--- config.mk ---
export PLATFORM = sky130hd
export DESIGN_NAME = glyph_outline_point_decoder
export DESIGN_NICKNAME = d
export VERILOG_FILES = /design/src/sv/gopd_pkg.sv /design/src/sv/gopd_front.sv /design/src/sv/gopd_queue.sv /design/src/sv/glyph_outline_point_decoder.sv
export SDC_FILE = /design/constraint.sdc
export NUM_CORES = 1
export LEC_CHECK = 0
export ABC_AREA = 1
export BUFFER_PORTS_ARGS = -buffer_cell sky130_fd_sc_hd__buf_2
export CORE_MARGIN = 5
export CORE_UTILIZATION = 50
export DETAILED_ROUTE_END_ITERATION = 6
export PLACE_DENSITY_LB_ADDON = 0.25
export SLEW_MARGIN = 20
export SYNTH_ARGS = -nofsm -noshare
export SYNTH_HDL_FRONTEND = slang
export SYNTH_HIERARCHICAL = 1
export SYNTH_SLANG_ARGS = --single-unit
--- constraint.sdc ---
create_clock -name clk -period 6.1 [get_ports clk]
set_input_delay 0.915 -clock clk [delete_from_list [all_inputs] [get_ports clk]]
set_output_delay 0.915 -clock clk [all_outputs]
set_load 0.01 [all_outputs]
--- src/sv/gopd_pkg.sv ---
// Shared types, command codes and delta helpers for the glyph outline point decoder.
`default_nettype none

package gopd_pkg;

  // top two bits of a command byte
  localparam logic [1:0] CMD_SM    = 2'b00;
  localparam logic [1:0] CMD_QUAD  = 2'b01;
  localparam logic [1:0] CMD_ONE   = 2'b10;
  localparam logic [1:0] CMD_START = 2'b11;

  // single-point sub-modes (bits 5:4 of a 10 command)
  localparam logic [1:0] ONE_NIB_X = 2'd0;
  localparam logic [1:0] ONE_NIB_Y = 2'd1;

  // run kinds: quadrants 0..3, sign-magnitude nibbles
  localparam logic [2:0] KIND_SM = 3'd4;

  localparam logic [1:0] QUAD_PP = 2'd0;
  localparam logic [1:0] QUAD_MP = 2'd1;
  localparam logic [1:0] QUAD_PM = 2'd3;

  // result queue sizing
  localparam int QDEPTH = 4;
  localparam int QAW    = $clog2(QDEPTH);
  localparam int QCW    = $clog2(QDEPTH + 1);

  typedef struct packed {
    logic       truncated;
    logic       glyph_end;
    logic       contour_end;
    logic       point_valid;
    logic [7:0] point_y;
    logic [7:0] point_x;
  } res_t;

  // up to two results per accepted byte, packed from slot a
  typedef struct packed {
    logic [1:0] n;
    res_t       b;
    res_t       a;
  } push_t;

  // sign-magnitude nibble: bit 3 set subtracts the low 3 bits
  function automatic logic [7:0] sm4(input logic [3:0] n);
    logic [7:0] r;
    if (n[3]) r = 8'd0 - {5'd0, n[2:0]};
    else      r = {4'd0, n};
    return r;
  endfunction

  // sign-magnitude byte: bit 7 set subtracts the low 7 bits
  function automatic logic [7:0] sm8(input logic [7:0] n);
    logic [7:0] r;
    if (n[7]) r = 8'd0 - {1'b0, n[6:0]};
    else      r = n;
    return r;
  endfunction

endpackage

`default_nettype wire

--- src/sv/gopd_front.sv ---
// Front end: parses outline bytes, tracks position and the held point, emits results.
`default_nettype none

module gopd_front (
  input  wire logic           clk,
  input  wire logic           rst_n,
  input  wire logic           accept,
  input  wire logic [7:0]     source_byte,
  input  wire logic           last_byte,
  output gopd_pkg::push_t     push
);

  typedef enum logic [2:0] {
    PH_CMD, PH_START2, PH_RUN, PH_ONE_Y, PH_ONE_X, PH_TWO_X, PH_TWO_Y
  } phase_t;

  phase_t      phase_r, phase_nxt;
  logic [7:0]  cur_x_r, cur_x_nxt;
  logic [7:0]  cur_y_r, cur_y_nxt;
  logic [7:0]  held_r, held_nxt;
  logic [5:0]  run_rem_r, run_rem_nxt;
  logic [2:0]  run_kind_r, run_kind_nxt;
  logic [7:0]  pend_x_r, pend_x_nxt;
  logic [7:0]  pend_y_r, pend_y_nxt;
  logic        pend_v_r, pend_v_nxt;

  logic        newpt, start;
  logic [7:0]  dx, dy;
  gopd_pkg::res_t pushed, fin;

  always_comb begin
    phase_nxt    = phase_r;
    cur_x_nxt    = cur_x_r;
    cur_y_nxt    = cur_y_r;
    held_nxt     = held_r;
    run_rem_nxt  = run_rem_r;
    run_kind_nxt = run_kind_r;
    newpt        = 1'b0;
    start        = 1'b0;
    dx           = {4'd0, source_byte[7:4]};
    dy           = {4'd0, source_byte[3:0]};

    unique case (phase_r)
      PH_START2: begin
        cur_x_nxt = {1'b0, held_r[5:0], source_byte[7]};
        cur_y_nxt = {1'b0, source_byte[6:0]};
        newpt     = 1'b1;
        start     = 1'b1;
        phase_nxt = PH_CMD;
      end
      PH_RUN: begin
        if (run_kind_r == gopd_pkg::KIND_SM) begin
          cur_x_nxt = cur_x_r + gopd_pkg::sm4(source_byte[7:4]);
          cur_y_nxt = cur_y_r + gopd_pkg::sm4(source_byte[3:0]);
        end else begin
          if (run_kind_r[1:0] == gopd_pkg::QUAD_PP || run_kind_r[1:0] == gopd_pkg::QUAD_PM)
            cur_x_nxt = cur_x_r + dx;
          else
            cur_x_nxt = cur_x_r - dx;
          if (run_kind_r[1:0] == gopd_pkg::QUAD_PP || run_kind_r[1:0] == gopd_pkg::QUAD_MP)
            cur_y_nxt = cur_y_r + dy;
          else
            cur_y_nxt = cur_y_r - dy;
        end
        newpt       = 1'b1;
        run_rem_nxt = run_rem_r - 6'd1;
        if (run_rem_nxt == 6'd0) phase_nxt = PH_CMD;
      end
      PH_ONE_Y: begin
        cur_x_nxt = cur_x_r + gopd_pkg::sm4(held_r[3:0]);
        cur_y_nxt = cur_y_r + gopd_pkg::sm8(source_byte);
        newpt     = 1'b1;
        phase_nxt = PH_CMD;
      end
      PH_ONE_X: begin
        cur_x_nxt = cur_x_r + gopd_pkg::sm8(source_byte);
        cur_y_nxt = cur_y_r + gopd_pkg::sm4(held_r[3:0]);
        newpt     = 1'b1;
        phase_nxt = PH_CMD;
      end
      PH_TWO_X: begin
        held_nxt  = source_byte;
        phase_nxt = PH_TWO_Y;
      end
      PH_TWO_Y: begin
        cur_x_nxt = cur_x_r + gopd_pkg::sm8(held_r);
        cur_y_nxt = cur_y_r + gopd_pkg::sm8(source_byte);
        newpt     = 1'b1;
        phase_nxt = PH_CMD;
      end
      default: begin
        // command byte; the unused phase code lands here too
        unique case (source_byte[7:6])
          gopd_pkg::CMD_START: begin
            held_nxt  = source_byte;
            phase_nxt = PH_START2;
          end
          gopd_pkg::CMD_QUAD: begin
            run_kind_nxt = {1'b0, source_byte[5:4]};
            run_rem_nxt  = {2'b00, source_byte[3:0]};
            phase_nxt    = (source_byte[3:0] != 4'd0) ? PH_RUN : PH_CMD;
          end
          gopd_pkg::CMD_SM: begin
            run_kind_nxt = gopd_pkg::KIND_SM;
            run_rem_nxt  = source_byte[5:0];
            phase_nxt    = (source_byte[5:0] != 6'd0) ? PH_RUN : PH_CMD;
          end
          default: begin
            held_nxt = {4'd0, source_byte[3:0]};
            unique case (source_byte[5:4]) inside
              gopd_pkg::ONE_NIB_X: phase_nxt = PH_ONE_Y;
              gopd_pkg::ONE_NIB_Y: phase_nxt = PH_ONE_X;
              default:             phase_nxt = PH_TWO_X;
            endcase
          end
        endcase
      end
    endcase

    pend_x_nxt = pend_x_r;
    pend_y_nxt = pend_y_r;
    pend_v_nxt = pend_v_r;
    if (newpt) begin
      pend_x_nxt = cur_x_nxt;
      pend_y_nxt = cur_y_nxt;
      pend_v_nxt = 1'b1;
    end

    pushed = '{truncated: 1'b0, glyph_end: 1'b0, contour_end: start,
               point_valid: 1'b1, point_y: pend_y_r, point_x: pend_x_r};

    fin.truncated   = (phase_nxt != PH_CMD);
    fin.glyph_end   = 1'b1;
    fin.contour_end = pend_v_nxt;
    fin.point_valid = pend_v_nxt;
    fin.point_y     = pend_v_nxt ? pend_y_nxt : 8'd0;
    fin.point_x     = pend_v_nxt ? pend_x_nxt : 8'd0;

    push.a = pushed;
    push.b = fin;
    push.n = 2'd0;
    if (accept) begin
      if (newpt && pend_v_r) begin
        push.n = last_byte ? 2'd2 : 2'd1;
      end else if (last_byte) begin
        push.a = fin;
        push.n = 2'd1;
      end
    end

    // glyph end: everything back to its reset values
    if (last_byte) begin
      phase_nxt    = PH_CMD;
      cur_x_nxt    = 8'd0;
      cur_y_nxt    = 8'd0;
      held_nxt     = 8'd0;
      run_rem_nxt  = 6'd0;
      run_kind_nxt = 3'd0;
      pend_x_nxt   = 8'd0;
      pend_y_nxt   = 8'd0;
      pend_v_nxt   = 1'b0;
    end
  end

  always_ff @(posedge clk) begin
    if (!rst_n) begin
      phase_r    <= PH_CMD;
      cur_x_r    <= 8'd0;
      cur_y_r    <= 8'd0;
      held_r     <= 8'd0;
      run_rem_r  <= 6'd0;
      run_kind_r <= 3'd0;
      pend_x_r   <= 8'd0;
      pend_y_r   <= 8'd0;
      pend_v_r   <= 1'b0;
    end else if (accept) begin
      phase_r    <= phase_nxt;
      cur_x_r    <= cur_x_nxt;
      cur_y_r    <= cur_y_nxt;
      held_r     <= held_nxt;
      run_rem_r  <= run_rem_nxt;
      run_kind_r <= run_kind_nxt;
      pend_x_r   <= pend_x_nxt;
      pend_y_r   <= pend_y_nxt;
      pend_v_r   <= pend_v_nxt;
    end
  end

  a_last_emits: assert property (@(posedge clk) disable iff (!rst_n)
    accept && last_byte |-> push.n != 2'd0)
    else $error("glyph end byte produced no result");

  a_last_clears: assert property (@(posedge clk) disable iff (!rst_n)
    accept && last_byte |=> !pend_v_r && phase_r == PH_CMD)
    else $error("state not cleared after glyph end");

  a_two_only_at_end: assert property (@(posedge clk) disable iff (!rst_n)
    push.n == 2'd2 |-> accept && last_byte && push.b.glyph_end)
    else $error("two results without glyph end");

endmodule

`default_nettype wire

--- src/sv/gopd_queue.sv ---
// Result queue: takes up to two results a cycle from the front end, hands out one.
`default_nettype none

module gopd_queue (
  input  wire logic           clk,
  input  wire logic           rst_n,
  input  wire gopd_pkg::push_t push,
  output logic                room,
  output logic                out_valid,
  input  wire logic           out_ready,
  output gopd_pkg::res_t      out_res
);

  gopd_pkg::res_t                mem_r [gopd_pkg::QDEPTH];
  logic [gopd_pkg::QAW-1:0]      wptr_r, rptr_r;
  logic [gopd_pkg::QAW-1:0]      wptr_p1;
  logic [gopd_pkg::QCW-1:0]      count_r, count_nxt;
  logic                          pop;

  assign out_valid = (count_r != '0);
  assign out_res   = mem_r[rptr_r];
  assign pop       = out_valid && out_ready;
  // front may push two results, so keep two slots free
  assign room      = (count_r <= gopd_pkg::QCW'(gopd_pkg::QDEPTH - 2));
  assign wptr_p1   = wptr_r + 1'b1;

  assign count_nxt = count_r + gopd_pkg::QCW'(push.n) - gopd_pkg::QCW'(pop);

  always_ff @(posedge clk) begin
    if (push.n != 2'd0) mem_r[wptr_r] <= push.a;
    if (push.n == 2'd2) mem_r[wptr_p1] <= push.b;
  end

  always_ff @(posedge clk) begin
    if (!rst_n) begin
      wptr_r  <= '0;
      rptr_r  <= '0;
      count_r <= '0;
    end else begin
      wptr_r  <= wptr_r + gopd_pkg::QAW'(push.n);
      rptr_r  <= rptr_r + gopd_pkg::QAW'(pop);
      count_r <= count_nxt;
    end
  end

  a_no_overflow: assert property (@(posedge clk) disable iff (!rst_n)
    push.n != 2'd0 |-> count_r <= gopd_pkg::QCW'(gopd_pkg::QDEPTH - 2))
    else $error("result queue overflow");

  a_count_bound: assert property (@(posedge clk) disable iff (!rst_n)
    count_r <= gopd_pkg::QCW'(gopd_pkg::QDEPTH))
    else $error("result queue count out of range");

  a_out_held: assert property (@(posedge clk) disable iff (!rst_n)
    out_valid && !out_ready |=> out_valid && $stable(out_res))
    else $error("waiting result changed or dropped");

endmodule

`default_nettype wire

--- src/sv/glyph_outline_point_decoder.sv ---
// Top level of the glyph outline point decoder: byte stream in, point stream out.
`default_nettype none

// Takes one outline byte per cycle and emits decoded points. The front end
// parses the byte and updates position in the same cycle; results are
// registered in a four-entry queue that feeds the output. Most bytes give
// zero or one result; a glyph's final byte may give two (the held point
// and the glyph end). in_tready drops when fewer than two queue slots are
// free, so with the output taking every cycle the input sustains one byte
// per cycle.

module glyph_outline_point_decoder (
  input  wire logic        clk,
  input  wire logic        rst_n,
  input  wire logic        in_tvalid,
  output logic             in_tready,
  input  wire logic [7:0]  in_tdata,   // [7:0] source_byte
  input  wire logic        in_tlast,   // last_byte
  output logic             out_tvalid,
  input  wire logic        out_tready,
  output logic [15:0]      out_tdata,  // [7:0] point_x, [15:8] point_y
  output logic [2:0]       out_tuser,  // [0] point_valid, [1] contour_end, [2] truncated
  output logic             out_tlast   // glyph_end
);

  gopd_pkg::push_t push;
  gopd_pkg::res_t  res;
  logic            accept;

  assign accept = in_tvalid && in_tready;

  gopd_front u_front (
    .clk         (clk),
    .rst_n       (rst_n),
    .accept      (accept),
    .source_byte (in_tdata),
    .last_byte   (in_tlast),
    .push        (push)
  );

  gopd_queue u_queue (
    .clk       (clk),
    .rst_n     (rst_n),
    .push      (push),
    .room      (in_tready),
    .out_valid (out_tvalid),
    .out_ready (out_tready),
    .out_res   (res)
  );

  assign out_tdata = {res.point_y, res.point_x};
  assign out_tuser = {res.truncated, res.contour_end, res.point_valid};
  assign out_tlast = res.glyph_end;

endmodule

`default_nettype wire
==> results.json <==
{
  "tns_ns": 0,
  "vias_per_cell": 5.54,
  "switchingPower_mw": 1.28,
  "synth_fa_ha_area_share_pct": 5.09,
  "worstSkewPairLatency_ns": 0.42,
  "synth.distinct_cells": 53,
  "ys_warn_count": 6,
  "syn_nets": 1269,
  "leakagePower_nw": 3.96,
  "overflow": 0,
  "fp.dieH_um": 146,
  "period_needed_ns": 3.97,
  "status": "finished, final reports clean",
  "holdCritPathClass": "reg2reg",
  "dr.pass1.iters": 7,
  "hold_ws_ns": 0.477,
  "setup_violations": 0,
  "yosys.area.top_type": "edfxtp_1",
  "die_x_um": 146,
  "grt_pass1_wl_um": 39200,
  "fp.coreArea_mm2": 0.0181,
  "maxClockFrequency_ghz": 0.252,
  "worstMarginPinSlew_ns": 0.801,
  "pwr-share-comb_pct": 35.2,
  "place_ws_ns": 1.80,
  "drt_iter0_markers": 664,
  "grt_max_degree": 45,
  "synth_seq_cells": 140,
  "p_seq_share_pct": 33.6,
  "ys_top_cells_by_count": "nand2_1, nor2_1, inv_1, o21ai_0, a21oi_1",
  "clkPwrFrac_pct": 31.2,
  "dp_cells": 1434,
  "antenna_left": 0,
  "cts_made_buffers": 17,
  "areaGrowthSynthToFinish_pct": 8.57,
  "htreeDepth": 4,
  "internal_power_mw": 2.11,
  "rows": 49,
  "ir_drop_mv": 0.249,
  "synth.area.top_cells": "edfxtp_1, dfxtp_1, nand2_1",
  "drt_wl_total_um": 23700,
  "muxShareOfSynthArea_pct": 0,
  "syn_inst": 1220,
  "cap_violations": 0,
  "post_cts_buffers": 0,
  "wl_per_cell_um": 16.2,
  "layout.nets": 1273,
  "synth.most_common_cell": "nand2_1",
  "worstPathMaxFanout": 12,
  "cts_tree": "built",
  "gp_congestion": 0.999,
  "io_pins": 35,
  "start_util_pct": 51.2,
  "synth_top_area_share_pct": 25.9,
  "cp.arrival_ns": 4.23,
  "ys_seq_area_share_pct": 38.8,
  "crit_path_end_kind": "flip-flop",
  "port-buffer-count": 34,
  "stdcell_count": 1465,
  "clock-sinks": 140,
  "synth-compound-area-share_pct": 22.2,
  "p_per_area_mw_per_mm2": 336,
  "ys.flop_type": "edfxtp_1",
  "skew_ns": 0.00873,
  "maxSlewHeadroom_pct": 46.5,
  "clock-root-buffer": "clkbuf_16",
  "dieArea_mm2": 0.0214,
  "p_sw_share_pct": 37.7,
  "layout_setup_ws_ns": 2.13,
  "synth-simple-area-share_pct": 23.6,
  "vias": 8122,
  "worst_ep_required_time_ns": 6.35,
  "synth_area_mm2": 0.00929,
  "synth_xor_area_share_pct": 1.13,
  "synth_area_per_cell_um2": 7.61,
  "finalPower_mw": 3.39,
  "startpoint_type": "flip-flop",
  "grt_antenna_before_repair": 0,
  "clk_pin_slew_worst_paths_ns": 0.06,
  "place_hpwl_um": 16100,
  "drcViolationCount": 0,
  "slew_violations": 0,
  "diodes": 0,
  "grt_pass1_vias": 7393,
  "rsz0062_at_grt": "no",
  "synth_edf_count": 80,
  "synthArstFlopShare_pct": 0,
  "clockBufferDepth": 2,
  "hold_viol_final": 0,
  "synth_top_family_by_area": "simple AND/OR/NAND/NOR gates",
  "cts_hold_buffers": 0,
  "finalCritPeriodShare_pct": 65.2,
  "postCtsResizedCells": 0,
  "grt_usage_pct": 22.6,
  "path_class": "reg2reg",
  "drive_gt1_share_pct": 14.2
}
## flip-flops by register name (all words and copies together) (netlist names), 3 cells and up
signal	cells
u_queue/mem_r	80
u_front/cur_x_r	8
u_front/cur_y_r	8
u_front/held_r	8
u_front/pend_x_r	8
u_front/pend_y_r	8
u_front/run_rem_r	6
u_front/phase_r	3
u_front/run_kind_r	3
u_queue/count_r	3
## placed cells by master, fill, tap and decap left out, types with 7 or more instances in the layout
cell type	count
inv_2	10
nand3_1	28
o22ai_1	25
buf_4	10
inv_1	112
xor2_1	10
o21ai_1	36
nor2_2	7
o21ai_2	54
edfxtp_1	80
dfxtp_1	60
nor2_1	117
ha_1	33
clkbuf_16	17
a21oi_1	85
o211ai_1	9
o21ai_0	99
buf_2	34
nand2_1	320
## path summary, 6_finish.rpt
path | startpoint | endpoint | slack, ns | cells past startpoint
worst max-delay path | u_front/run_kind_r[0] | u_queue/mem_r[3][14] | 2.13 | 24
worst min-delay path | u_front/run_kind_r[2] | u_front/run_kind_r[2] | 0.48 | 2
worst max register to register | u_front/run_kind_r[0] | u_queue/mem_r[3][14] | 2.13 | 24
worst min register to register | u_front/run_kind_r[2] | u_front/run_kind_r[2] | 0.48 | 2
## stage by stage
step	util [%]	area, um^2
finish	55.6	10100
global route	55.6	10100
CTS	55.6	10100
detailed placement	52.3	9490
global placement	52.3	9490
floorplan	-	9290
## power by group through the flow
stage	combinational [mW]	sequential (mW)	clock (mW)
after floorplan	0.875	1.14	0
after global placement	1.18	1.16	0
after detailed placement	1.19	1.16	0
after CTS	1.19	1.14	1.07
after global routing	1.34	1.15	1.12
final	1.19	1.14	1.06
## per-layer routing
| metal | vias to the layer above | part of all wire [%] | GRT usage (%) |
|---|---|---|---|
| met2 | 304 | 46 | 36.0 |
| li1 | 4107 | - | - |
| met3 | 44 | 6.0 | 3.47 |
| met4 | 0 | 2.5 | 7.76 |
| met1 | 3667 | 46 | 31.5 |
| met5 | - | 0 | 0 |
## logic make-up (layout without fill, tap and decap cells)
group | Yosys count | after routing
AND/OR/NAND/NOR | 510 | 510
AO/OA/AOI/OAI | 338 | 338
buffers and inverters | 183 | 199
flip-flops | 140 | 140
adder cells (fa/ha/maj) | 36 | 36
XOR/XNOR | 12 | 12
other | 1 | 1
## cell type report
| class | count | area [um^2] |
|---|---|---|
| Fill cell | 1692 | 8060 |
| Multi-Input combinational cell | 897 | 4890 |
| Sequential cell | 140 | 3600 |
| Inverter | 124 | 468 |
| Clock buffer | 18 | 429 |
| Tap cell | 229 | 287 |
| Timing Repair Buffer | 44 | 245 |
| Clock inverter | 13 | 166 |
## critical path, cell delays in order (launching register included)
cell      delay [ns]
dfxtp_1         0.34
inv_1           0.06
ha_1            0.20
nand2_1         0.31
inv_1           0.21
nor2_1          0.13
o21ai_0         0.10
a32oi_1         0.32
inv_1           0.12
fa_1            0.41
inv_1           0.08
nand2_1         0.08
nand2_1         0.07
nand2_1         0.05
nand2_1         0.07
nand2_1         0.07
nand2_1         0.06
a21oi_1         0.08
nand2_1         0.07
nand2_1         0.05
o21bai_1        0.27
nand3_1         0.16
a21oi_1         0.32
nand2_1         0.11
o21ai_2         0.09
(Power assumes the default switching activity.)
